$ cat src/design/imusgn_pkg.sv
// Shared constants, types and helpers for the IMU scaler with gyro notch filters.
// Used by imusgn_mac, imu_scale_and_gyro_notch, imusgn_chk and tb; depends on nothing else.
package imusgn_pkg;

  // Raw count width actually used, coefficient fraction bits, filtered gyro axes.
  localparam int SAMPLE_BITS    = 16;
  localparam int COEF_FRAC_BITS = 28;
  localparam int NUM_AXES       = 3;

  // Fixed formats of the fields and registers.
  localparam int RAW_W    = 16;
  localparam int OUT_W    = 32;
  localparam int SCALE_W  = 24;
  localparam int FEED_W   = 29;
  localparam int MID_W    = 31;
  localparam int FB_W     = 30;
  localparam int CFG_W    = 31;
  localparam int CFG_IDX_W = 3;
  localparam int AXES_MAX = 3;
  localparam int FIELDS   = 6;

  // Shared multiplier operands and the accumulator.
  localparam int MUL_W = 33;
  localparam int ACC_W = 64;

  // Scale products are Q.24; results are Q16.16.
  localparam int SCALE_SHIFT = 8;
  localparam logic signed [ACC_W-1:0] SCALE_RND = ACC_W'(1) << (SCALE_SHIFT - 1);
  localparam logic signed [ACC_W-1:0] FILT_RND  = ACC_W'(1) << (COEF_FRAC_BITS - 1);

  // Sequencer: six scalings, then five products per filtered axis.
  localparam int NUM_SCALE = 6;
  localparam int NSLOT     = NUM_SCALE + 5 * NUM_AXES;
  localparam int SLOT_W    = $clog2(NSLOT + 3);
  localparam int AX_W      = (NUM_AXES > 1) ? $clog2(NUM_AXES) : 1;

  // Register indexes of the configuration port.
  localparam logic [CFG_IDX_W-1:0] REG_ACCEL_SCALE = 3'd0;
  localparam logic [CFG_IDX_W-1:0] REG_GYRO_SCALE  = 3'd1;
  localparam logic [CFG_IDX_W-1:0] REG_COEF_FEED   = 3'd2;
  localparam logic [CFG_IDX_W-1:0] REG_COEF_MID    = 3'd3;
  localparam logic [CFG_IDX_W-1:0] REG_COEF_FB     = 3'd4;

  // Register reset values.
  localparam logic [SCALE_W-1:0]       RST_ACCEL_SCALE = 24'd80336;
  localparam logic [SCALE_W-1:0]       RST_GYRO_SCALE  = 24'd17854;
  localparam logic [FEED_W-1:0]        RST_COEF_FEED   = 29'd240295367;
  localparam logic signed [MID_W-1:0]  RST_COEF_MID    = -31'sd472073277;
  localparam logic signed [FB_W-1:0]   RST_COEF_FB     = 30'sd212152594;

  typedef enum logic {
    OP_SCALE,
    OP_FILT
  } op_kind_e;

  // Control that travels with one multiplication through the shared unit.
  typedef struct packed {
    logic     vld;
    op_kind_e kind;
    logic     first;
    logic     last;
    logic     neg;
    logic [2:0] dst;
  } mac_tag_t;

  // A finished value coming back from the shared unit.
  typedef struct packed {
    logic                    vld;
    op_kind_e                kind;
    logic [2:0]              dst;
    logic signed [OUT_W-1:0] val;
  } mac_res_t;

  function automatic logic signed [OUT_W-1:0] sat32(input logic signed [ACC_W-1:0] v);
    logic [ACC_W-OUT_W:0] hi;
    hi = v[ACC_W-1:OUT_W-1];
    if ((&hi) || (~|hi)) begin
      return v[OUT_W-1:0];
    end else if (v[ACC_W-1]) begin
      return {1'b1, {(OUT_W-1){1'b0}}};
    end else begin
      return {1'b0, {(OUT_W-1){1'b1}}};
    end
  endfunction

endpackage

$ cat src/design/imusgn_mac.sv
// Shared multiply-accumulate unit: one signed multiplier, product register,
// accumulator and rounding/saturation. Depends on imusgn_pkg.
module imusgn_mac import imusgn_pkg::*; (
  input  logic                    clk_i,
  input  logic                    rst_ni,
  input  mac_tag_t                tag_i,
  input  logic signed [MUL_W-1:0] op_a_i,
  input  logic signed [MUL_W-1:0] op_b_i,
  output mac_res_t                res_o
);

  logic signed [2*MUL_W-1:0] mul_full;
  logic signed [ACC_W-1:0]   prod_q;
  logic signed [ACC_W-1:0]   acc_q;
  logic signed [ACC_W-1:0]   acc_d;
  logic signed [ACC_W-1:0]   addend;
  logic signed [ACC_W-1:0]   scale_sum;
  mac_tag_t                  tag1_q;
  logic                      fin_vld_q;
  logic [2:0]                fin_dst_q;

  assign mul_full = op_a_i * op_b_i;

  always_ff @(posedge clk_i or negedge rst_ni) begin
    if (!rst_ni) begin
      tag1_q    <= '0;
      fin_vld_q <= 1'b0;
    end else begin
      tag1_q    <= tag_i;
      fin_vld_q <= tag1_q.vld && (tag1_q.kind == OP_FILT) && tag1_q.last;
    end
  end

  always_ff @(posedge clk_i) begin
    prod_q    <= mul_full[ACC_W-1:0];
    acc_q     <= acc_d;
    fin_dst_q <= tag1_q.dst;
  end

  // Feedback terms are subtracted; the first term starts from the rounding offset.
  always_comb begin
    addend = tag1_q.neg ? -prod_q : prod_q;
    acc_d  = acc_q;
    if (tag1_q.vld && (tag1_q.kind == OP_FILT)) begin
      acc_d = (tag1_q.first ? FILT_RND : acc_q) + addend;
    end
  end

  assign scale_sum = prod_q + SCALE_RND;

  // Scale results and filter results never land in the same cycle.
  always_comb begin
    res_o = '0;
    if (fin_vld_q) begin
      res_o.vld  = 1'b1;
      res_o.kind = OP_FILT;
      res_o.dst  = fin_dst_q;
      res_o.val  = sat32(acc_q >>> COEF_FRAC_BITS);
    end else if (tag1_q.vld && (tag1_q.kind == OP_SCALE)) begin
      res_o.vld  = 1'b1;
      res_o.kind = OP_SCALE;
      res_o.dst  = tag1_q.dst;
      res_o.val  = sat32(scale_sum >>> SCALE_SHIFT);
    end
  end

endmodule

$ cat src/design/imu_scale_and_gyro_notch.sv
// Top level of the IMU sample scaler with per-axis gyro notch filters.
// Depends on imusgn_pkg and imusgn_mac.
//
// One input word carries a raw six-axis sample; one output word carries three
// accelerations and three notch-filtered angular rates, all signed Q16.16 and
// saturated to 32 bits. All arithmetic runs through a single 33x33 multiplier
// with an accumulator: six scaling products, then five filter products for
// each filtered gyro axis, one product issued per cycle. The input is ready
// again in the same cycle the result is posted, and it is not ready while a
// sample is being worked on. The finished result sits in an output register,
// so the next sample can be taken while the previous result waits. Coefficient
// and scale registers are written through the plain write port and should only
// change while the block is idle; filter history survives register rewrites
// and is cleared only by reset.
module imu_scale_and_gyro_notch import imusgn_pkg::*; (
  input  logic                 clk_i,
  input  logic                 rst_ni,
  // Input words
  input  logic                 s_axis_tvalid,
  output logic                 s_axis_tready,
  // raw_accel_x[15:0], raw_accel_y[31:16], raw_accel_z[47:32],
  // raw_gyro_x[63:48], raw_gyro_y[79:64], raw_gyro_z[95:80]
  input  logic [FIELDS*RAW_W-1:0] s_axis_tdata,
  // Output words
  output logic                 m_axis_tvalid,
  input  logic                 m_axis_tready,
  // accel_x_out[31:0], accel_y_out[63:32], accel_z_out[95:64],
  // rate_x_out[127:96], rate_y_out[159:128], rate_z_out[191:160]
  output logic [FIELDS*OUT_W-1:0] m_axis_tdata,
  // Configuration writes
  input  logic                 cfg_we_i,
  input  logic [CFG_IDX_W-1:0] cfg_idx_i,
  input  logic [CFG_W-1:0]     cfg_data_i
);

  typedef enum logic [1:0] {
    ST_IDLE,
    ST_RUN,
    ST_HOLD
  } state_e;

  // Filter product order for one axis.
  localparam logic [2:0] T_FEED_NOW = 3'd0;
  localparam logic [2:0] T_MID_IN   = 3'd1;
  localparam logic [2:0] T_FEED_OLD = 3'd2;
  localparam logic [2:0] T_MID_OUT  = 3'd3;
  localparam logic [2:0] T_FB_OUT   = 3'd4;

  // Configuration registers.
  logic [SCALE_W-1:0]      accel_scale_q;
  logic [SCALE_W-1:0]      gyro_scale_q;
  logic [FEED_W-1:0]       coef_feed_q;
  logic signed [MID_W-1:0] coef_mid_q;
  logic signed [FB_W-1:0]  coef_fb_q;

  // Sequencer and working storage.
  state_e                  state_q;
  logic [SLOT_W-1:0]       slot_q;
  logic [AX_W-1:0]         ax_q;
  logic [2:0]              term_q;
  logic [RAW_W-1:0]        raw_q       [FIELDS];
  logic signed [OUT_W-1:0] accel_res_q [AXES_MAX];
  logic signed [OUT_W-1:0] rate_res_q  [AXES_MAX];
  logic signed [OUT_W-1:0] gsc_q       [NUM_AXES];
  logic                    out_vld_q;
  logic [FIELDS*OUT_W-1:0] out_data_q;

  // Filter history per axis.
  logic signed [OUT_W-1:0] prev_in_q   [NUM_AXES];
  logic signed [OUT_W-1:0] older_in_q  [NUM_AXES];
  logic signed [OUT_W-1:0] prev_out_q  [NUM_AXES];
  logic signed [OUT_W-1:0] older_out_q [NUM_AXES];

  mac_tag_t                tag;
  logic signed [MUL_W-1:0] op_a;
  logic signed [MUL_W-1:0] op_b;
  mac_res_t                res;
  logic [2:0]              sidx;
  logic [RAW_W-1:0]        raw_sel;
  logic [1:0]              gidx;
  logic                    in_acc;
  logic                    issuing;
  logic                    filt_phase;
  logic                    publish;
  logic                    out_free;
  logic [FIELDS*OUT_W-1:0] out_pack;

  assign s_axis_tready = (state_q == ST_IDLE);
  assign m_axis_tvalid = out_vld_q;
  assign m_axis_tdata  = out_data_q;

  assign in_acc     = s_axis_tvalid && s_axis_tready;
  assign issuing    = (state_q == ST_RUN) && (slot_q < SLOT_W'(NSLOT));
  assign filt_phase = (slot_q >= SLOT_W'(NUM_SCALE));
  assign out_free   = !out_vld_q || m_axis_tready;
  // The last filter result is written in the slot just before this one.
  assign publish    = ((state_q == ST_RUN) && (slot_q == SLOT_W'(NSLOT + 2)))
                      || (state_q == ST_HOLD);

  always_comb begin
    for (int i = 0; i < AXES_MAX; i++) begin
      out_pack[i*OUT_W +: OUT_W]              = accel_res_q[i];
      out_pack[(AXES_MAX+i)*OUT_W +: OUT_W]   = rate_res_q[i];
    end
  end

  // Configuration port: unknown indexes are ignored.
  always_ff @(posedge clk_i or negedge rst_ni) begin
    if (!rst_ni) begin
      accel_scale_q <= RST_ACCEL_SCALE;
      gyro_scale_q  <= RST_GYRO_SCALE;
      coef_feed_q   <= RST_COEF_FEED;
      coef_mid_q    <= RST_COEF_MID;
      coef_fb_q     <= RST_COEF_FB;
    end else if (cfg_we_i) begin
      case (cfg_idx_i)
        REG_ACCEL_SCALE: accel_scale_q <= cfg_data_i[SCALE_W-1:0];
        REG_GYRO_SCALE:  gyro_scale_q  <= cfg_data_i[SCALE_W-1:0];
        REG_COEF_FEED:   coef_feed_q   <= cfg_data_i[FEED_W-1:0];
        REG_COEF_MID:    coef_mid_q    <= cfg_data_i[MID_W-1:0];
        REG_COEF_FB:     coef_fb_q     <= cfg_data_i[FB_W-1:0];
        default: ;
      endcase
    end
  end

  // Operand selection for the shared multiplier. Scale slots come first so the
  // scaled gyro values are stored before the filter products read them.
  always_comb begin
    sidx    = slot_q[2:0];
    raw_sel = raw_q[sidx];
    tag     = '0;
    op_a    = '0;
    op_b    = '0;
    if (issuing && !filt_phase) begin
      tag.vld  = 1'b1;
      tag.kind = OP_SCALE;
      tag.dst  = sidx;
      op_a = (sidx < 3'd3) ? $signed({{(MUL_W-SCALE_W){1'b0}}, accel_scale_q})
                           : $signed({{(MUL_W-SCALE_W){1'b0}}, gyro_scale_q});
      op_b = $signed({{(MUL_W-SAMPLE_BITS){raw_sel[SAMPLE_BITS-1]}},
                      raw_sel[SAMPLE_BITS-1:0]});
    end else if (issuing) begin
      tag.vld   = 1'b1;
      tag.kind  = OP_FILT;
      tag.first = (term_q == T_FEED_NOW);
      tag.last  = (term_q == T_FB_OUT);
      tag.neg   = (term_q == T_MID_OUT) || (term_q == T_FB_OUT);
      tag.dst   = 3'(ax_q);
      case (term_q)
        T_FEED_NOW: begin
          op_a = $signed({{(MUL_W-FEED_W){1'b0}}, coef_feed_q});
          op_b = MUL_W'(gsc_q[ax_q]);
        end
        T_MID_IN: begin
          op_a = MUL_W'(coef_mid_q);
          op_b = MUL_W'(prev_in_q[ax_q]);
        end
        T_FEED_OLD: begin
          op_a = $signed({{(MUL_W-FEED_W){1'b0}}, coef_feed_q});
          op_b = MUL_W'(older_in_q[ax_q]);
        end
        T_MID_OUT: begin
          op_a = MUL_W'(coef_mid_q);
          op_b = MUL_W'(prev_out_q[ax_q]);
        end
        T_FB_OUT: begin
          op_a = MUL_W'(coef_fb_q);
          op_b = MUL_W'(older_out_q[ax_q]);
        end
        default: begin
          op_a = '0;
          op_b = '0;
        end
      endcase
    end
  end

  imusgn_mac u_mac (
    .clk_i  (clk_i),
    .rst_ni (rst_ni),
    .tag_i  (tag),
    .op_a_i (op_a),
    .op_b_i (op_b),
    .res_o  (res)
  );

  assign gidx = 2'(res.dst - 3'd3);

  // Sequencer, result capture, filter history and output register.
  always_ff @(posedge clk_i or negedge rst_ni) begin
    if (!rst_ni) begin
      state_q   <= ST_IDLE;
      slot_q    <= '0;
      ax_q      <= '0;
      term_q    <= T_FEED_NOW;
      out_vld_q <= 1'b0;
      for (int i = 0; i < NUM_AXES; i++) begin
        prev_in_q[i]   <= '0;
        older_in_q[i]  <= '0;
        prev_out_q[i]  <= '0;
        older_out_q[i] <= '0;
      end
    end else begin
      // A new word may be posted in the same cycle the old one is taken.
      if (publish && out_free) begin
        out_vld_q <= 1'b1;
      end else if (out_vld_q && m_axis_tready) begin
        out_vld_q <= 1'b0;
      end

      case (state_q)
        ST_IDLE: begin
          if (in_acc) begin
            state_q <= ST_RUN;
            slot_q  <= '0;
            ax_q    <= '0;
            term_q  <= T_FEED_NOW;
            for (int i = 0; i < FIELDS; i++) begin
              raw_q[i] <= s_axis_tdata[i*RAW_W +: RAW_W];
            end
          end
        end
        ST_RUN: begin
          if (publish) begin
            if (out_free) begin
              out_data_q <= out_pack;
              state_q    <= ST_IDLE;
            end else begin
              state_q <= ST_HOLD;
            end
          end else begin
            slot_q <= slot_q + 1'b1;
          end
          if (issuing && filt_phase) begin
            if (term_q == T_FB_OUT) begin
              term_q <= T_FEED_NOW;
              ax_q   <= ax_q + 1'b1;
            end else begin
              term_q <= term_q + 3'd1;
            end
          end
        end
        ST_HOLD: begin
          if (out_free) begin
            out_data_q <= out_pack;
            state_q    <= ST_IDLE;
          end
        end
        default: state_q <= ST_IDLE;
      endcase

      // Results from the shared unit. An unfiltered gyro axis keeps its scaled
      // value as the output; a filtered one is overwritten by the filter.
      if (res.vld) begin
        if (res.kind == OP_SCALE) begin
          if (res.dst < 3'd3) begin
            accel_res_q[res.dst[1:0]] <= res.val;
          end else begin
            rate_res_q[gidx] <= res.val;
            if ({1'b0, gidx} < 3'(NUM_AXES)) begin
              gsc_q[gidx[AX_W-1:0]] <= res.val;
            end
          end
        end else begin
          rate_res_q[res.dst[1:0]]         <= res.val;
          older_in_q[res.dst[AX_W-1:0]]    <= prev_in_q[res.dst[AX_W-1:0]];
          prev_in_q[res.dst[AX_W-1:0]]     <= gsc_q[res.dst[AX_W-1:0]];
          older_out_q[res.dst[AX_W-1:0]]   <= prev_out_q[res.dst[AX_W-1:0]];
          prev_out_q[res.dst[AX_W-1:0]]    <= res.val;
        end
      end
    end
  end

endmodule

$ cat config.mk
export PLATFORM = sky130hd
export DESIGN_NAME = imu_scale_and_gyro_notch
export DESIGN_NICKNAME = d
export VERILOG_FILES = /design/src/design/imusgn_pkg.sv /design/src/design/imusgn_mac.sv /design/src/design/imu_scale_and_gyro_notch.sv
export SDC_FILE = /design/constraint.sdc
export NUM_CORES = 2
export LEC_CHECK = 0
export BUFFER_PORTS_ARGS = -buffer_cell sky130_fd_sc_hd__buf_2
export CORE_MARGIN = 4
export CORE_UTILIZATION = 58
export DETAILED_ROUTE_END_ITERATION = 8
export PLACE_DENSITY_LB_ADDON = 0.05
export SYNTH_ARGS = -nofsm -noshare
export SYNTH_HDL_FRONTEND = slang
export SYNTH_HIERARCHICAL = 1
export SYNTH_SLANG_ARGS = --single-unit
export TNS_END_PERCENT = 50
$ cat constraint.sdc
create_clock -name clk_i -period 9 [get_ports clk_i]
set_input_delay 1.8 -clock clk_i [delete_from_list [all_inputs] [get_ports clk_i]]
set_output_delay 1.8 -clock clk_i [all_outputs]
set_load 0.1 [all_outputs]
==> run_results.csv <==
group,metric,value,unit
status,run_status,"finished, violations left",
status,violations,"setup timing",
timing,final_min_period_over_clock_period,1.021,
timing,fin_setup_tns,-1.265,ns
die,die_y,409.8,um
critical_path,arrival_time_reported_for_the_critical_path_endpoint,9.82,ns
placement,place_ws,-0.5360,ns
timing,hold_viol_final,0,
placement,portBuffers,328,
placement,post_dp_cell_area,103000,um^2
cts,cts-htree-levels,4,
synthesis,yosysSeqAreaShare,0.3658,
routing,wl_per_cell,22.60,um
critical_path,critPathLaunchType,"register",
timing,worst_slack_setup_final,-0.1929,ns
cells_and_area,fraction_of_final_layout_cells_sized_beyond_drive_strength_1,0.2074,
placement,gp_congestion,0.9093,
critical_path,timing.critical_path.slowest_stage_cell,"sky130_fd_sc_hd__fa_1",
routing,antenna_violating_nets_post_route,0,
synthesis,synth_edf_count,640,
routing,via_count_of_the_routed_design,67410,
routing,routed_wl,263700,um
cts,cts_made_buffers,133,
synthesis,mappedNetlistArea,93640,um^2
cells_and_area,filler_cell_count,12150,
timing,final.setup_skew,0.06481,ns
global_routing,first_global_vias,71210,
critical_path,timing.critical_path.fanout_max,10,
synthesis,netlist-cell-type-count,91,
global_routing,overall_track_demand_over_capacity_in_global_routing,0.3164,
timing,worst_pin_slew,1.214,ns
cts,max-clock-path-buffers,3,
job,drv_cap,0,
cells_and_area,multi_input_area,55030,um^2
global_routing,grt_first_pass_wirelength,411500,um
critical_path,crit_family,"adder cells",
synthesis,ys.flop_type,"sky130_fd_sc_hd__edfxtp_1",
synthesis,synthTopCellsByArea,"sky130_fd_sc_hd__fa_1 24%, sky130_fd_sc_hd__edfxtp_1 21%, sky130_fd_sc_hd__dfrtp_1 13%",
cts,clk_pin_slew_worst_paths,0.06,ns
die,initial_utilization,0.5832,
routing,drt_pre_antenna_iters,8,
critical_path,worst_path_most_repeated_cell,"sky130_fd_sc_hd__fa_1",
synthesis,post-synth-top-area-fraction,0.2407,
synthesis,synth.avg_cell_area,10.79,um^2
hold_path,timing.hold.worst.class,"register to register",
critical_path,cp_slowest_stage_delay,0.57,ns
cells_and_area,final_instance_area,110200,um^2
cells_and_area,finish.net_count,10940,
timing,setup_repair_after_global_routing_missed_its_margin,"yes",
timing,slew_viol_final,0,
critical_path,timing.critical_path.to_type,"register",
routing,route.detailed.drc,0,
synthesis,yosysWarningCount,6,
synthesis,synthesis.nets,10230,
cts,clock_latency_at_the_later_pin_of_the_worst_skew_pair,0.80,ns
global_routing,grt_start_max_net_pins,178,
die,design.portCount,329,
die,floorplan.rows,147,
routing,drt_first_iter_violations,5807,
timing,fmaxAchievable,0.1088,GHz
timing,final_setup_viols,13,
critical_path,cp.buffers_inverters,10,
global_routing,grt_antenna_before_repair,8,
die,die_area,167900,um^2
cts,tritoncts_num_sinks,1251,
cells_and_area,area.sequential,34270,um^2
global_routing,grt-ovfl-total,0,
synthesis,synth_largest_area_cell,"sky130_fd_sc_hd__fa_1",
synthesis,postSynthRegisterBits,1251,
synthesis,synthArstFlopShare,0.4349,
cells_and_area,syn_to_final_growth,17.71,%
critical_path,critical_path_required,9.63,ns
die,die-width,409.8,um
timing,rel_slew_slack,0.1898,
routing,vias_per_cell,5.778,
critical_path,worst-setup-path-type,"register to register",
synthesis,synth_cells,8677,
placement,dpl.hpwl,195000,um
die,floorplan.core_area,160600,um^2
cts,clk_root_buffer_cell,"sky130_fd_sc_hd__clkbuf_16",
cts,cts_tree,"done",
cts,post_cts_hold_buffer_count,0,
timing,fin_crit,9.193,ns
-- cells in the mapped netlist (67+ instances only) --
library cell,count
sky130_fd_sc_hd__dfrtp_1,481
sky130_fd_sc_hd__edfxtp_1,640
sky130_fd_sc_hd__dfxtp_1,67
sky130_fd_sc_hd__mux2_2,235
sky130_fd_sc_hd__mux2i_1,179
sky130_fd_sc_hd__a22oi_1,78
sky130_fd_sc_hd__clkbuf_1,401
sky130_fd_sc_hd__buf_2,78
sky130_fd_sc_hd__fa_1,1126
sky130_fd_sc_hd__xnor2_1,180
sky130_fd_sc_hd__nand2_1,1079
sky130_fd_sc_hd__inv_1,1117
sky130_fd_sc_hd__nor2b_1,105
sky130_fd_sc_hd__a31oi_1,76
sky130_fd_sc_hd__and2_1,551
sky130_fd_sc_hd__nand3_1,92
sky130_fd_sc_hd__a21o_1,68
sky130_fd_sc_hd__o21ai_0,485
sky130_fd_sc_hd__a21oi_1,239
sky130_fd_sc_hd__nor2_1,261
sky130_fd_sc_hd__ha_1,290
-- path summary, 6_finish.rpt --
path | from | to | slack [ns] | cells past startpoint
hold / removal | u_mac/tag1_q[0] | u_mac/fin_dst_q[0] | 0.37 | 0
min in group asynchronous | rst_ni | prev_out_q[57] | 0.99 | 1
setup reg to reg | term_q[1] | u_mac/prod_q[58] | -0.19 | 36
max in group asynchronous | rst_ni | term_q[2] | 5.34 | 4
setup / recovery | term_q[1] | u_mac/prod_q[58] | -0.19 | 36
hold reg to reg | u_mac/tag1_q[0] | u_mac/fin_dst_q[0] | 0.37 | 0
-- worst register-to-register path, delay by kind of cell, from the launching register on --
kind / cells / cell delay (ns)
xor gates and xnor gates: 1 / 0.11
AOI/OAI and AO/OA: 9 / 1.80
adders and majority gates: 10 / 4.53
buffers and inverters: 10 / 1.25
and+or+nand+nor: 6 / 0.95
DFF: 1 / 0.42
-- layout by cell type (no fill, tap or decap), drive strengths merged, types with 20 or more instances in the layout --
master   count
nor3        45
and2       551
clkbuf     172
nand2     1079
mux2       236
a22oi       78
o2bb2ai     21
buf       1099
o31ai       38
fa        1126
mux2i      179
a31oi       76
nor2       261
inv       1129
o21ai      490
dfstp       63
nand3       94
clkinv      54
or3         20
nand2b      38
a211oi      22
dfrtp      481
xor2        57
and3        24
a21oi      239
edfxtp     640
xnor2      180
ha         290
a22o        63
a2bb2oi     33
nor2b      105
a21o        68
dfxtp       67
o21bai      26
o2111ai     26
nand4       39
a221o       44
-- cell type report --
| cell class | count | area share |
|---|---|---|
| Antenna cell | 7 | 0.0001589 |
| Clock buffer | 168 | 0.03212 |
| Clock inverter | 80 | 0.009842 |
| Inverter | 1120 | 0.03814 |
| Multi-Input combinational cell | 5775 | 0.4993 |
| Sequential cell | 1251 | 0.3109 |
| Tap cell | 2160 | 0.02452 |
| Timing Repair Buffer | 1105 | 0.08503 |
-- kinds of logic after synthesis --
group           Yosys count  synth area share
buf+inv                1651           0.06808
fa+ha+maj              1416            0.2795
flops                  1251            0.3658
simple gates           2310            0.1182
compound gates         1381           0.09486
mux                     431           0.05140
xor+xnor                237           0.02217
-- sequential cells by signal (all words and copies together) (netlist names), 2 cells and up --
register,flops
accel_res_q,96
accel_scale_q,24
ax_q,2
coef_fb_q,30
coef_feed_q,29
coef_mid_q,31
gsc_q,96
gyro_scale_q,24
m_axis_tdata,192
older_in_q,96
older_out_q,96
prev_in_q,96
prev_out_q,96
rate_res_q,96
raw_q,96
slot_q,5
state_q,2
term_q,3
u_mac/acc_q,64
u_mac/fin_dst_q,3
u_mac/prod_q,64
u_mac/tag1_q,8
-- per-layer routing --
metal | vias up | routed length (um) | global-route usage
met2 | 2624 | 126000 | 0.5229
met1 | 34300 | 107600 | 0.4266
met4 | 2 | 10310 | 0.1115
li1 | 29960 | - | -
met5 | - | 13 | 0
met3 | 524 | 19770 | 0.05296
-- stage by stage --
stage / util / cells / hold slack [ns]
after detailed placement: 0.6415 / 11320 / 0.3593
after floorplan: - / 8677 / 0.3470
after global routing: 0.6864 / 11660 / 0.3902
after global placement: 0.6415 / 11320 / 0.3575
final: 0.6864 / 11670 / 0.3719
after CTS: 0.6810 / 11630 / 0.3722
-- repair_timing --
action,4_1_cts,5_1_grt
setup buffers,56,26
gates cloned,9,5
endpoints found under the setup margin,29,36
pin swaps,103,112
resized for setup,213,154
Power is not shown: default switching activity piles up to over one toggle a cycle in this logic, so the estimate is an artifact.
